==> config.mk <==
export PLATFORM = sky130hd
export DESIGN_NAME = two_level_feedback_scheduler_core
export DESIGN_NICKNAME = d
export VERILOG_FILES = /design/src/rtl/tlfs_pkg.sv /design/src/rtl/tlfs_sched_state.sv /design/src/rtl/two_level_feedback_scheduler_core.sv
export SDC_FILE = /design/constraint.sdc
export NUM_CORES = 1
export LEC_CHECK = 0
export ABC_AREA = 0
export BUFFER_PORTS_ARGS = -buffer_cell sky130_fd_sc_hd__buf_2
export CAP_MARGIN = 20
export CORE_UTILIZATION = 69
export CTS_BUF_LIST = sky130_fd_sc_hd__clkbuf_16
export CTS_CLUSTER_DIAMETER = 80
export DETAILED_ROUTE_END_ITERATION = 16
export PLACE_DENSITY = 0.86
export SYNTH_ARGS = -nofsm -noshare
export SYNTH_HDL_FRONTEND = slang
export SYNTH_SLANG_ARGS = --single-unit
==> constraint.sdc <==
create_clock -name clk -period 8.75 [get_ports clk]
set_input_delay 2.1875 -clock clk [delete_from_list [all_inputs] [get_ports clk]]
set_output_delay 2.1875 -clock clk [all_outputs]
set_load 0.01 [all_outputs]
==> src/rtl/tlfs_pkg.sv <==
package tlfs_pkg;

    localparam int MAX_TASKS = 16;
    localparam int SLOT_W    = 4;
    localparam int CNT_W     = 5;
    localparam int SLICE_W   = 8;

    localparam logic [SLICE_W-1:0] SLICE_RESET = 8'd10;
    localparam logic [SLICE_W-1:0] SLICE_ONE   = 8'd1;
    localparam logic [CNT_W-1:0]   CNT_ONE     = 5'd1;
    localparam logic [CNT_W-1:0]   CNT_ZERO    = 5'd0;
    localparam logic [SLOT_W-1:0]  SLOT_ZERO   = 4'd0;

    typedef enum logic [1:0] {
        FUNC_ENQ  = 2'd0,
        FUNC_DEQ  = 2'd1,
        FUNC_TICK = 2'd2,
        FUNC_PICK = 2'd3
    } func_t;

    typedef struct packed {
        func_t             func;
        logic [SLOT_W-1:0] task_id;
        logic              task_level;
        logic              prev_running;
    } item_t;

    typedef struct packed {
        logic [SLOT_W-1:0] next_task;
        logic              resched_req;
        logic [CNT_W-1:0]  running_count;
    } result_t;

endpackage

==> src/rtl/tlfs_sched_state.sv <==
module tlfs_sched_state (
    input  logic                            clk,
    input  logic                            rst_n,
    input  logic                            commit,
    input  tlfs_pkg::item_t                 item,
    input  logic [tlfs_pkg::SLICE_W-1:0]    time_slice,
    output tlfs_pkg::result_t               res
);

    localparam int NT = tlfs_pkg::MAX_TASKS;
    localparam int SW = tlfs_pkg::SLOT_W;
    localparam int CW = tlfs_pkg::CNT_W;
    localparam int LW = tlfs_pkg::SLICE_W;

    logic          level_reg  [NT];
    logic          level_next [NT];
    logic [LW-1:0] slice_reg  [NT];
    logic [LW-1:0] slice_next [NT];
    logic [SW-1:0] lnext_reg  [NT];
    logic [SW-1:0] lnext_next [NT];
    logic [SW-1:0] lprev_reg  [NT];
    logic [SW-1:0] lprev_next [NT];
    logic          queued_reg  [NT];
    logic          queued_next [NT];
    logic          qof_reg  [NT];
    logic          qof_next [NT];
    logic [SW-1:0] head_reg  [2];
    logic [SW-1:0] head_next [2];
    logic [SW-1:0] tail_reg  [2];
    logic [SW-1:0] tail_next [2];
    logic [CW-1:0] count_reg  [2];
    logic [CW-1:0] count_next [2];

    always_comb
    begin
        logic [SW-1:0] t;
        logic          uq;
        logic          aq;
        logic          do_unlink;
        logic          do_append;
        logic [SW-1:0] p;
        logic [SW-1:0] n;
        logic [SW-1:0] tl;

        level_next  = level_reg;
        slice_next  = slice_reg;
        lnext_next  = lnext_reg;
        lprev_next  = lprev_reg;
        queued_next = queued_reg;
        qof_next    = qof_reg;
        head_next   = head_reg;
        tail_next   = tail_reg;
        count_next  = count_reg;

        t         = item.task_id;
        do_unlink = 1'b0;
        do_append = 1'b0;
        aq        = item.task_level;
        res.next_task   = tlfs_pkg::SLOT_ZERO;
        res.resched_req = 1'b0;

        unique case (item.func)
            tlfs_pkg::FUNC_ENQ:
            begin
                if (!queued_reg[t])
                begin
                    do_append     = 1'b1;
                    aq            = item.task_level;
                    level_next[t] = item.task_level;
                end
            end
            tlfs_pkg::FUNC_DEQ:
            begin
                do_unlink = queued_reg[t];
            end
            tlfs_pkg::FUNC_TICK:
            begin
                if (slice_reg[t] <= tlfs_pkg::SLICE_ONE)
                begin
                    res.resched_req = 1'b1;
                    slice_next[t]   = time_slice;
                    level_next[t]   = 1'b1;
                end
                else
                begin
                    slice_next[t] = slice_reg[t] - tlfs_pkg::SLICE_ONE;
                end
            end
            tlfs_pkg::FUNC_PICK:
            begin
                do_unlink = item.prev_running && queued_reg[t];
                do_append = item.prev_running;
                aq        = level_reg[t];
            end
        endcase

        // unlink first; a requeue on pick then appends to the updated lists
        if (do_unlink)
        begin
            uq = qof_reg[t];
            p  = lprev_reg[t];
            n  = lnext_reg[t];
            if (head_next[uq] == t)
                head_next[uq] = n;
            else
                lnext_next[p] = n;
            if (tail_next[uq] == t)
                tail_next[uq] = p;
            else
                lprev_next[n] = p;
            if (count_next[uq] != tlfs_pkg::CNT_ZERO)
                count_next[uq] = count_next[uq] - tlfs_pkg::CNT_ONE;
            queued_next[t] = 1'b0;
        end
        else
        begin
            uq = 1'b0;
            p  = tlfs_pkg::SLOT_ZERO;
            n  = tlfs_pkg::SLOT_ZERO;
        end

        if (do_append)
        begin
            tl = tail_next[aq];
            if (count_next[aq] == tlfs_pkg::CNT_ZERO)
            begin
                head_next[aq] = t;
                lprev_next[t] = tlfs_pkg::SLOT_ZERO;
            end
            else
            begin
                lnext_next[tl] = t;
                lprev_next[t]  = tl;
            end
            lnext_next[t]  = tlfs_pkg::SLOT_ZERO;
            tail_next[aq]  = t;
            count_next[aq] = count_next[aq] + tlfs_pkg::CNT_ONE;
            queued_next[t] = 1'b1;
            qof_next[t]    = aq;
        end
        else
        begin
            tl = tlfs_pkg::SLOT_ZERO;
        end

        if (item.func == tlfs_pkg::FUNC_PICK)
        begin
            if (count_next[0] != tlfs_pkg::CNT_ZERO)
                res.next_task = head_next[0];
            else if (count_next[1] != tlfs_pkg::CNT_ZERO)
                res.next_task = head_next[1];
            else
                res.next_task = t;
        end

        res.running_count = count_next[0] + count_next[1];
    end

    always_ff @(posedge clk or negedge rst_n)
    begin
        if (!rst_n)
        begin
            for (int i = 0; i < NT; i++)
            begin
                level_reg[i]  <= 1'b0;
                slice_reg[i]  <= tlfs_pkg::SLICE_RESET;
                queued_reg[i] <= 1'b0;
                qof_reg[i]    <= 1'b0;
            end
            for (int q = 0; q < 2; q++)
            begin
                head_reg[q]  <= tlfs_pkg::SLOT_ZERO;
                tail_reg[q]  <= tlfs_pkg::SLOT_ZERO;
                count_reg[q] <= tlfs_pkg::CNT_ZERO;
            end
        end
        else if (commit)
        begin
            level_reg  <= level_next;
            slice_reg  <= slice_next;
            queued_reg <= queued_next;
            qof_reg    <= qof_next;
            head_reg   <= head_next;
            tail_reg   <= tail_next;
            count_reg  <= count_next;
        end
    end

    // link words hold no meaning until written
    always_ff @(posedge clk)
    begin
        if (commit)
        begin
            lnext_reg <= lnext_next;
            lprev_reg <= lprev_next;
        end
    end

endmodule

==> src/rtl/two_level_feedback_scheduler_core.sv <==
// Pipeline: input register, then result register.
// Throughput: one beat per cycle unless out_stall holds; all queue updates for an item
// settle in combinational logic over the 16-slot link flops between the two registers.
// Reset (rst_n low, async): queues empty, levels 0, slices and time_slice at 10,
// both pipeline registers empty. Link words are left unset.
module two_level_feedback_scheduler_core (
    input  logic                              clk,
    input  logic                              rst_n,
    input  logic                              cfg_wr_en,
    input  logic [tlfs_pkg::SLICE_W-1:0]      cfg_wr_data,
    input  logic                              in_valid,
    output logic                              in_stall,
    input  logic [1:0]                        func,
    input  logic [tlfs_pkg::SLOT_W-1:0]       task_id,
    input  logic                              task_level,
    input  logic                              prev_running,
    output logic                              out_valid,
    input  logic                              out_stall,
    output logic [tlfs_pkg::SLOT_W-1:0]       next_task,
    output logic                              resched_req,
    output logic [tlfs_pkg::CNT_W-1:0]        running_count
);

    logic [tlfs_pkg::SLICE_W-1:0] time_slice_reg;
    logic                         s1_valid_reg;
    tlfs_pkg::item_t              s1_item_reg;
    logic                         out_valid_reg;
    tlfs_pkg::result_t            out_res_reg;
    tlfs_pkg::result_t            res;
    logic                         advance;
    logic                         in_take;

    assign advance  = s1_valid_reg && (!out_valid_reg || !out_stall);
    assign in_stall = s1_valid_reg && !advance;
    assign in_take  = in_valid && !in_stall;

    tlfs_sched_state u_state (
        .clk        (clk),
        .rst_n      (rst_n),
        .commit     (advance),
        .item       (s1_item_reg),
        .time_slice (time_slice_reg),
        .res        (res)
    );

    always_ff @(posedge clk or negedge rst_n)
    begin
        if (!rst_n)
        begin
            time_slice_reg <= tlfs_pkg::SLICE_RESET;
            s1_valid_reg   <= 1'b0;
            out_valid_reg  <= 1'b0;
        end
        else
        begin
            if (cfg_wr_en)
                time_slice_reg <= cfg_wr_data;
            if (in_take)
                s1_valid_reg <= 1'b1;
            else if (advance)
                s1_valid_reg <= 1'b0;
            if (advance)
                out_valid_reg <= 1'b1;
            else if (!out_stall)
                out_valid_reg <= 1'b0;
        end
    end

    always_ff @(posedge clk)
    begin
        if (in_take)
        begin
            s1_item_reg.func         <= tlfs_pkg::func_t'(func);
            s1_item_reg.task_id      <= task_id;
            s1_item_reg.task_level   <= task_level;
            s1_item_reg.prev_running <= prev_running;
        end
        if (advance)
            out_res_reg <= res;
    end

    assign out_valid     = out_valid_reg;
    assign next_task     = out_res_reg.next_task;
    assign resched_req   = out_res_reg.resched_req;
    assign running_count = out_res_reg.running_count;

endmodule

* After elaboration in Yosys (flattened, before gate mapping)
Cells that the tools add are included.
Cells by class: $lt $le $gt $ge 13, reduce and logical (&&, ||, !) cells 25, multiplexer cells 103, equal/unequal tests 8, bitwise logic cells 13, $add $sub $neg 4
Operators by type and width (count):
- $mux 64 | 9
- $bwmux 128 | 2
- $bwmux 64 | 4
- $and 64x64->64 | 2
- $mux 128 | 1
- $mux 4 | 21
- $mux 8 | 10
- $demux 4 s4 | 4
- $mux 16 | 4
- $not 64->64 | 1
- $mux 5 | 8
- $bmux 4 s4 | 2
- $bmux 8 s4 | 1
- $bwmux 16 | 2
- $bwmux 8 | 4
- $demux 8 s4 | 1
- $or 16x16->16 | 2
- $pmux 16 s2 | 1
- $mux 10 | 3
- $bwmux 10 | 2
- $ge 5x5->1 const B | 4
- $lt 5x1->1 const B | 4
- $not 4->5 | 4
- $and 16x16->16 | 1
- 29 further kinds | 69
Storage, ports and cells: output and inout bits 12, bits of input ports 21, register bits 358, word-level logic and storage cells 278

* Logic depth before layout (Yosys ltp)
Gate-level depths: netlist of the first run.
word-level depth 25, mapped depth 19, mapped depth without buffers 19

* Cells and area by module
From an unflattened synthesis of the first run, not the netlist that was laid out.
Unflattened totals: cells, all modules 1783, area, all modules 20910.1 um^2
Modules (own cells, without submodules):
- tlfs_sched_state | cells an instance 1740, area an instance 19949.1 um^2, sequential area each 8938.6 um^2, instances 1
- two_level_feedback_scheduler_core | cells an instance 43, area an instance 960.9 um^2, sequential area each 793.3 um^2, instances 1

* Worst setup path after synthesis of the first run
No wires, ideal clock.
kind input-to-reg, start point in out_stall, end point reg out_res_reg, in the netlist next_task[0] (enable), stages 5, setup time 556 ps, slack 1504 ps, data arrival time 6690 ps, buffers on the path 2, data required time 8194 ps, cell sequence nand2_1 > nand2_1 > inv_1 > clkbuf_1 > clkbuf_1
Between the ends: cells in the longest elaborated chain, start to end 3
RTL lines:
- start: declaration | line two_level_feedback_scheduler_core.sv:18 | input logic out_stall,
- $logic_not 1->1
- $logic_or 1x1->1 | line two_level_feedback_scheduler_core.sv:33 | assign advance = s1_valid_reg && (!out_valid_reg || !out_stall);
- $logic_and 1x1->1 | line two_level_feedback_scheduler_core.sv:33
- via advance | line two_level_feedback_scheduler_core.sv:30 | logic advance;
- end signal: assignment | line two_level_feedback_scheduler_core.sv:79 | out_res_reg <= res;
- end: declaration | line two_level_feedback_scheduler_core.sv:28 | tlfs_pkg::result_t out_res_reg;
The timed path passes the listed nets, and every way through them passes these cells. A chain may end at the register's enable or synchronous reset.

* Final worst setup path of the first run
start point reg s1_item_reg[5] in the netlist's numbering, end point reg out_res_reg, in the netlist next_task[1], data pin
Between the ends: cells in the longest elaborated chain, start to end 21, elaborated cells on any way between the ends 63, those cells by class 2 x add/sub; 4 x order compare; 1 x eq/ne; 46 x mux; 3 x bitwise; 7 x reduce/logical
RTL lines:
- start: declaration | line two_level_feedback_scheduler_core.sv:26 | tlfs_pkg::item_t s1_item_reg;
- $not 4->5 (implied by the code)
- $bmux 1 s4 | line tlfs_sched_state.sv:100 | uq = qof_reg[t];
- $mux 1 (implied by the code) (2 in a row) | line tlfs_sched_state.sv:100
- $not 1->2 (implied by the code)
- $mux 5 (implied by the code) (tied with other cells) | line tlfs_sched_state.sv:111, tlfs_sched_state.sv:112
- $mux 5 (implied by the code) / $logic_and 1x1->1 (equally long branches) | line tlfs_sched_state.sv:111, tlfs_sched_state.sv:112, tlfs_sched_state.sv:104
- $mux 5, on equally long branches | line tlfs_sched_state.sv:111, tlfs_sched_state.sv:112
- $sub 5x1->5 / $demux 5 s1 (equally long branches) | line tlfs_sched_state.sv:112 | count_next[uq] = count_next[uq] - tlfs_pkg::CNT_ONE;
- (+2 left out)
- $mux 10 | line tlfs_sched_state.sv:98 | if (do_unlink)
- $mux 5 (implied by the code) (3 in a row) | line tlfs_sched_state.sv:125, tlfs_sched_state.sv:137
- $add 5x1->5 | line tlfs_sched_state.sv:137 | count_next[aq] = count_next[aq] + tlfs_pkg::CNT_ONE;
- $bwmux 10 | line tlfs_sched_state.sv:137
- $mux 10 | line tlfs_sched_state.sv:122 | if (do_append)
- $reduce_bool 5->1 | line tlfs_sched_state.sv:150 | else if (count_next[1] != tlfs_pkg::CNT_ZERO)
- $mux 4 | line tlfs_sched_state.sv:150
- $mux 4 * | line tlfs_sched_state.sv:148 | if (count_next[0] != tlfs_pkg::CNT_ZERO)
Mark *: on every way between the ends. The rest lies on a longest branch, timed or not. The select of a mux whose other input is x is not followed.

==> out/qor.csv, run 1 <==
stage;metric;value;unit
placement;DP Cell Count;2139;
clock_network;Reg clk slew, reported paths;60;ps
sta;Final Hold Viols;0;
critical_path;origin of the worst setup path;s1_item_reg[5]$_DFFE_PP_;
pwr;part of the power in combinational logic;33.1;%
clock_network;htree depth;2;
clock_network;# clock sinks;358;
die;row cnt;62;
min_path;WHS Path Cells;2;
route;Routed WL;58.9;mm
cells_and_area;layout net count;1838;
yosys;gate count after technology mapping;1826;
yosys;ys async rst share;59.2;%
min_path;Hold Crit Start;u_state.slice_reg[41]$_DFFE_PN1P_;
yosys;top-count cell post-synth;nand2_1;
sta;Final Max Tran Viols;0;
critical_path;Crit. End Element;flip-flop;
placement;PortBufs;32;
placement;post-DP HPWL;37.3;mm
pwr;Reg power frac;40.1;%
yosys;area leader, netlist;dfrtp_1;
clock_network;# resized after CTS;0;
route;initial DRC count;2301;
yosys;number of synthesized flops with an enable pin;146;
yosys;flops & latches, synth;358;
clock_network;clock latency on the worst-skew pair;560;ps
critical_path;CP required;9040;ps
yosys;sequential-to-total area share from yosys stat;47.1;%
clock_network;clk root buf;clkbuf_16;
cells_and_area;layout cells sized above 1;24.9;%
die;Starting Density;71.0;%
yosys;net count after synthesis;1860;
clock_network;postcts setup bufs;0;
critical_path;Worst setup SP type;flip-flop;
route;drt drc;0;
pwr;Clock power frac;26.8;%
yosys;synth cell count leaders;nand2_1, mux2_2, dfrtp_1;
route;Avg WL per Cell;26.5;um
pwr;internal power;0.00387;W
yosys;Mapped Area;0.0207;sq mm
clock_network;CTS tree;yes;
pwr;Pleak;8.97;nW
sta;Tmin final;5700;ps
placement;GP Congestion;0.982;
pwr;sw frac;36.8;%
pwr;Peak VDD IR;337;uV
grt;initial antenna violation count;0;
yosys;post-synthesis cell type count;78;
grt;vias in the first global route;16300;
yosys;Avg Inst Size Synth;11.3;sq um
min_path;hold endpoint;u_state.slice_reg[41]$_DFFE_PN1P_;
route;First-pass DRT Iterations;8;
critical_path;register-to-register setup slack;3050;ps
cells_and_area;Area Overhead vs Synth;7.80;%
critical_path;worst r2r src;s1_item_reg[5]$_DFFE_PP_;
clock_network;clk buf depth;3;
route;via density per instance;7.25;
yosys;Post-synth top flop;dfrtp_1;
grt;gr usage total;38.8;%
sta;Worst-Margin Slew;1220;ps
sta;Max Clk Rate;175;MHz
grt;largest net degree at the start of global routing;132;
critical_path;CP Max Fanout;72;
critical_path;Worst EP arrival;5990;ps
placement;dpl ws;3120;ps
sta;final clock skew;25.0;ps
cells_and_area;Ant. Diodes;0;
pwr;Switch Pwr;0.00226;W
cells_and_area;Non-Filler Instances;2219;
sta;Final Worst Setup Slack;3050;ps
sta;worst hold slack;488;ps
die;I/O Pins;33;
pwr;power per cell area;275;mW/mm^2
min_path;Hold Crit Class;reg2reg;
die;total die area;0.0306;sq mm
sta;unrepaired setup endpoints after global routing;false;
critical_path;worst reg-to-reg path cell count;16;
placement;area of placed instances;0.0209;sq mm
die;Die Y;175;um
cells_and_area;max reg flops;128;
sta;post-route setup TNS;0;ps
flow_run;Max-Cap Viols;0;
cells_and_area;fin area;0.0223;sq mm
clock_network;CTS Buf Count;39;
critical_path;kind of critical path;reg2reg;
clock_network;CTS hold repair buffers;0;
yosys;largest cells by area after synthesis;dfrtp_1, edfxtp_1, mux2_2;
route;post-route ant nets;0;
yosys;Synth top area share;21.6;%
grt;first-pass GRT wire length;91.2;mm
route;via count;16100;
die;core area;0.0291;sq mm
sta;fin crit share;65.2;%
critical_path;FF-to-FF End;next_task[1]$_SDFFCE_PP0P_;
run_status;status;finished, final reports clean;
sta;final setup violation count;0;
die;Chip Width;175;um
sta;Worst slew margin;18.3;%
yosys;Yosys Warn Count;0;
grt;GRT Residual Overflow;0;
[worst max-delay path: stages, from the launching register on]
cell	delay, ps
edfxtp_1	330
buf_4	730
nor2_1	200
a22o_1	310
nor3_2	430
o22ai_1	320
o41a_1	440
a2bb2oi_1	290
ha_1	230
inv_1	50
a311oi_1	480
nand2_1	110
o221ai_1	320
o211ai_1	160
nor4_2	550
o21ai_0	200
o211a_1	240
[cells in the final DEF (no fill, tap or decap), types with 22 or more instances in the layout]
cell type and count:
nand2_1 186, mux2_2 184, dfrtp_1 178, edfxtp_1 146
nor2_1 145, o21ai_0 128, mux2i_1 123, a21oi_1 88
mux4_2 84, nand3_1 59, clkbuf_16 40, dfstp_2 34
inv_1 33, a211oi_1 31, buf_2 31, nor3_1 28
o31ai_1 24, buf_4 22
[worst max path at each step]
stage,to,slack [ps]
floorplan,next_task[0]$_SDFFCE_PP0P_,1500
global placement,next_task[3]$_SDFFCE_PP0P_,3420
detailed placement,next_task[3]$_SDFFCE_PP0P_,3120
CTS,next_task[1]$_SDFFCE_PP0P_,3110
global route,next_task[1]$_SDFFCE_PP0P_,2510
finish,next_task[1]$_SDFFCE_PP0P_,3050
[through the flow]
stage / utilization [%] / total power (W)
2_1_floorplan: - / 0.00387
3_3_place_gp: 71.9 / 0.00431
3_5_place_dp: 71.9 / 0.00442
4_1_cts: 76.3 / 0.00607
5_1_grt: 76.6 / 0.00638
6_report: 76.6 / 0.00613
[power by group through the flow]
stage	clock (W)	combinational, W	sequential, W
3_3_place_gp	0	0.00188	0.00243
6_report	0.00164	0.00203	0.00246
3_5_place_dp	0	0.00196	0.00246
2_1_floorplan	0	0.00149	0.00237
5_1_grt	0.00171	0.00218	0.00249
4_1_cts	0.00164	0.00199	0.00244
[area by class of cell]
type / instances / area [sq um]
Multi-Input combinational cell: 1313 / 10200
Fill cell: 1767 / 6820
Inverter: 31 / 121
Tap cell: 384 / 480
Sequential cell: 358 / 9730
Clock inverter: 32 / 267
Clock buffer: 40 / 1000
Timing Repair Buffer: 61 / 432
[per-layer routing]
metal | up-vias | wire, um | GRT usage [%]
met4 | 0 | 3530 | 23.7
met3 | 277 | 5960 | 7.25
met1 | 7876 | 21100 | 48.4
met5 | - | 0 | 0
li1 | 6781 | - | -
met2 | 1155 | 28300 | 63.2
[cell families after synthesis]
group	synth area share [%]
buffers and inverters	3.34
adder cells (fa/ha/maj)	0.823
multiplexers	25.3
flip-flops	47.1
AO/OA/AOI/OAI	10.7
AND/OR/NAND/NOR	11.8
XOR/XNOR	0.890
Note: power is estimated with default switching activity, not from simulation.
==> run 2: changes to the inputs <==
ABC_AREA = 1   (was 0)
CORE_UTILIZATION = 58   (was 69)
PLACE_DENSITY = 0.77   (was 0.86)
clock period = 5.13 ns   (was 8.75 ns; I/O delays follow)
==> run 2 against run 1 <==
Maximum frequency increased by 20%; synthesized cell count rose by 43%; total power up 53%; die area rose by 19%; count of clock-buffer cells in the layout is 3 higher; final cell count increased by 40%.
==> out/qor.csv, run 2 <==
stage;metric;value;unit
yosys;Yosys Warn Count;0;
placement;PortBufs;32;
placement;post-DP HPWL;41.3;mm
die;core area;0.0349;sq mm
route;post-route ant nets;0;
sta;Tmin final;4740;ps
clock_network;CTS hold repair buffers;0;
critical_path;Worst EP arrival;5070;ps
route;via density per instance;6.24;
clock_network;# resized after CTS;0;
grt;largest net degree at the start of global routing;183;
route;initial DRC count;2379;
critical_path;register-to-register setup slack;390;ps
pwr;Peak VDD IR;335;uV
yosys;largest cells by area after synthesis;dfrtp_1, edfxtp_1, nand2_1;
die;row cnt;68;
sta;final setup violation count;0;
die;Starting Density;59.4;%
yosys;gate count after technology mapping;2603;
sta;post-route setup TNS;0;ps
clock_network;clk buf depth;3;
critical_path;kind of critical path;reg2reg;
cells_and_area;Ant. Diodes;0;
grt;initial antenna violation count;0;
clock_network;CTS tree;yes;
clock_network;# clock sinks;358;
sta;Worst slew margin;23.9;%
critical_path;CP required;5450;ps
yosys;Avg Inst Size Synth;7.97;sq um
die;Chip Width;191;um
clock_network;htree depth;2;
min_path;WHS Path Cells;2;
yosys;Mapped Area;0.0207;sq mm
yosys;synth cell count leaders;nand2_1, o21ai_0, inv_1;
grt;GRT busiest layer;met2;
grt;met3 Track Usage GR;6.33;%
critical_path;Crit. End Element;flip-flop;
sta;Final Max Tran Viols;0;
min_path;Hold Crit Start;time_slice_reg[3]$_DFFE_PN1P_;
pwr;Pleak;9.78;nW
run_status;status;finished, final reports clean;
yosys;Post-synth top flop;dfrtp_1;
critical_path;FF-to-FF End;u_state.lnext_reg[25]$_DFFE_PP_;
cells_and_area;layout cells sized above 1;11.3;%
critical_path;CP Max Fanout;19;
grt;gr usage total;34.8;%
placement;GP Congestion;0.959;
yosys;flops & latches, synth;358;
grt;vias in the first global route;18400;
route;Routed WL;62.9;mm
yosys;net count after synthesis;2637;
die;I/O Pins;33;
yosys;number of synthesized flops with an enable pin;146;
clock_network;Reg clk slew, reported paths;60;ps
cells_and_area;max reg flops;128;
die;Die Y;191;um
placement;dpl ws;551;ps
yosys;sequential-to-total area share from yosys stat;46.9;%
pwr;power per cell area;418;mW/mm^2
route;First-pass DRT Iterations;6;
yosys;post-synthesis cell type count;54;
cells_and_area;FF/Latch Area;0.00973;sq mm
sta;Worst-Margin Slew;1140;ps
grt;GRT Residual Overflow;0;
route;Avg WL per Cell;20.3;um
sta;Max Clk Rate;211;MHz
min_path;Hold Crit Class;reg2reg;
clock_network;clk root buf;clkbuf_16;
sta;fin crit share;92.5;%
sta;final clock skew;18.4;ps
flow_run;Max-Cap Viols;0;
grt;GR Layer Usage met2;55.3;%
cells_and_area;most frequent cells in the layout;nand2_1, o21ai_0, inv_1, nor2_1, nand3_1;
critical_path;worst reg-to-reg path cell count;25;
grt;M1 GR Usage;45.8;%
cells_and_area;most common cell after layout, fill and taps aside;nand2_1;
critical_path;Worst setup SP type;flip-flop;
yosys;area leader, netlist;dfrtp_1;
clock_network;clock latency on the worst-skew pair;580;ps
yosys;Synth top area share;21.5;%
clock_network;CTS Buf Count;40;
sta;Final Worst Setup Slack;386;ps
grt;first-pass GRT wire length;98.8;mm
cells_and_area;area occupied by multi-input gates;0.00927;sq mm
cells_and_area;filler instances;2992;
min_path;hold endpoint;time_slice_reg[3]$_DFFE_PN1P_;
route;drt drc;0;
cells_and_area;Area Overhead vs Synth;8.56;%
cells_and_area;layout net count;2647;
sta;unrepaired setup endpoints after global routing;false;
critical_path;worst r2r src;s1_item_reg[5]$_DFFE_PP_;
yosys;top-count cell post-synth;nand2_1;
die;total die area;0.0365;sq mm
sta;Final Hold Viols;0;
clock_network;postcts setup bufs;0;
route;via count;19300;
yosys;ys async rst share;59.2;%
-- run 2: cell count changes after synthesis, moves of 39 or more --
cell,change
inv_1,+220
mux2_2,-181
mux2i_1,-115
mux4_2,-84
nand2_1,+344
nand3_1,+138
nor2_1,+93
o211ai_1,+39
o21ai_0,+206
o21ai_1,+40
o22ai_1,+93
-- run 2: worst max-delay path by stage --
stage                                   from                         endpoint  slack [ps]  depth (start not counted)
floorplan                          out_stall       next_task[0]$_SDFFCE_PP0P_        1020                          4
CTS                 s1_item_reg[5]$_DFFE_PP_   u_state.lnext_reg[8]$_DFFE_PP_         530                         24
global route        s1_item_reg[5]$_DFFE_PP_  u_state.lnext_reg[26]$_DFFE_PP_         180                         25
detailed placement  s1_item_reg[5]$_DFFE_PP_   u_state.lnext_reg[8]$_DFFE_PP_         550                         25
global placement    s1_item_reg[5]$_DFFE_PP_  u_state.lnext_reg[11]$_DFFE_PP_         740                         25
finish              s1_item_reg[5]$_DFFE_PP_  u_state.lnext_reg[25]$_DFFE_PP_         390                         25
-- run 2: worst max-delay path: stages (launching register included) --
cell,delay [ps]
edfxtp_1,490
inv_2,270
nor2_4,600
nand2_1,150
nand2_2,170
inv_1,50
nand2_1,110
nor2_1,100
nor2_4,120
nand3_2,230
nand2_1,180
nand2_1,60
nand2_1,100
nand2_1,60
nand2_1,160
inv_1,70
ha_1,210
nand2_2,90
nor2_4,60
nand2_4,150
nand2_4,190
nor2_1,370
buf_4,240
nand3_1,90
nand2_1,100
nor2_1,50
-- run 2: kinds of logic (layout without fill, tap and decap cells) --
family	count (synthesis)	count (layout)	synth area share (%)
flops	358	358	46.9
compound gates	707	707	19.1
simple gates	1091	1091	23.6
fa+ha+maj	13	13	0.821
xor+xnor	14	14	0.591
mux	11	11	0.549
buf+inv	409	451	8.40
-- run 2: metrics by stage --
step                utilization (%)  total power, W  hold WS, ps  instances  cell area, sq um
global placement               60.8         0.00655          470       3017             21200
floorplan                         -         0.00584          434       2603             20700
finish                         64.5         0.00940          486       3100             22500
detailed placement             60.9         0.00663          477       3021             21200
global route                   64.5         0.00985          499       3100             22500
CTS                            64.4         0.00935          488       3095             22500
-- run 2: report_power, final --
group	internal (W)	switching, W	total (W)
registers	0.00357	0.000254	0.00383
logic	0.000817	0.00202	0.00284
clock network	0.00151	0.00122	0.00273
total	0.00590	0.00350	0.00940
-- run 2: layer usage --
metal	up-vias	wire, um
li1	8900	-
met1	9093	24600
met2	1134	28900
met3	218	6360
met4	0	3000
met5	-	0
-- run 2: area by class of cell --
cell class / instances / share of cell area [%]
Timing Repair Buffer: 93 / 2.89
Inverter: 284 / 4.76
Sequential cell: 358 / 43.2
Clock inverter: 31 / 0.634
Multi-Input combinational cell: 1836 / 41.2
Clock buffer: 43 / 4.78
Tap cell: 455 / 2.53
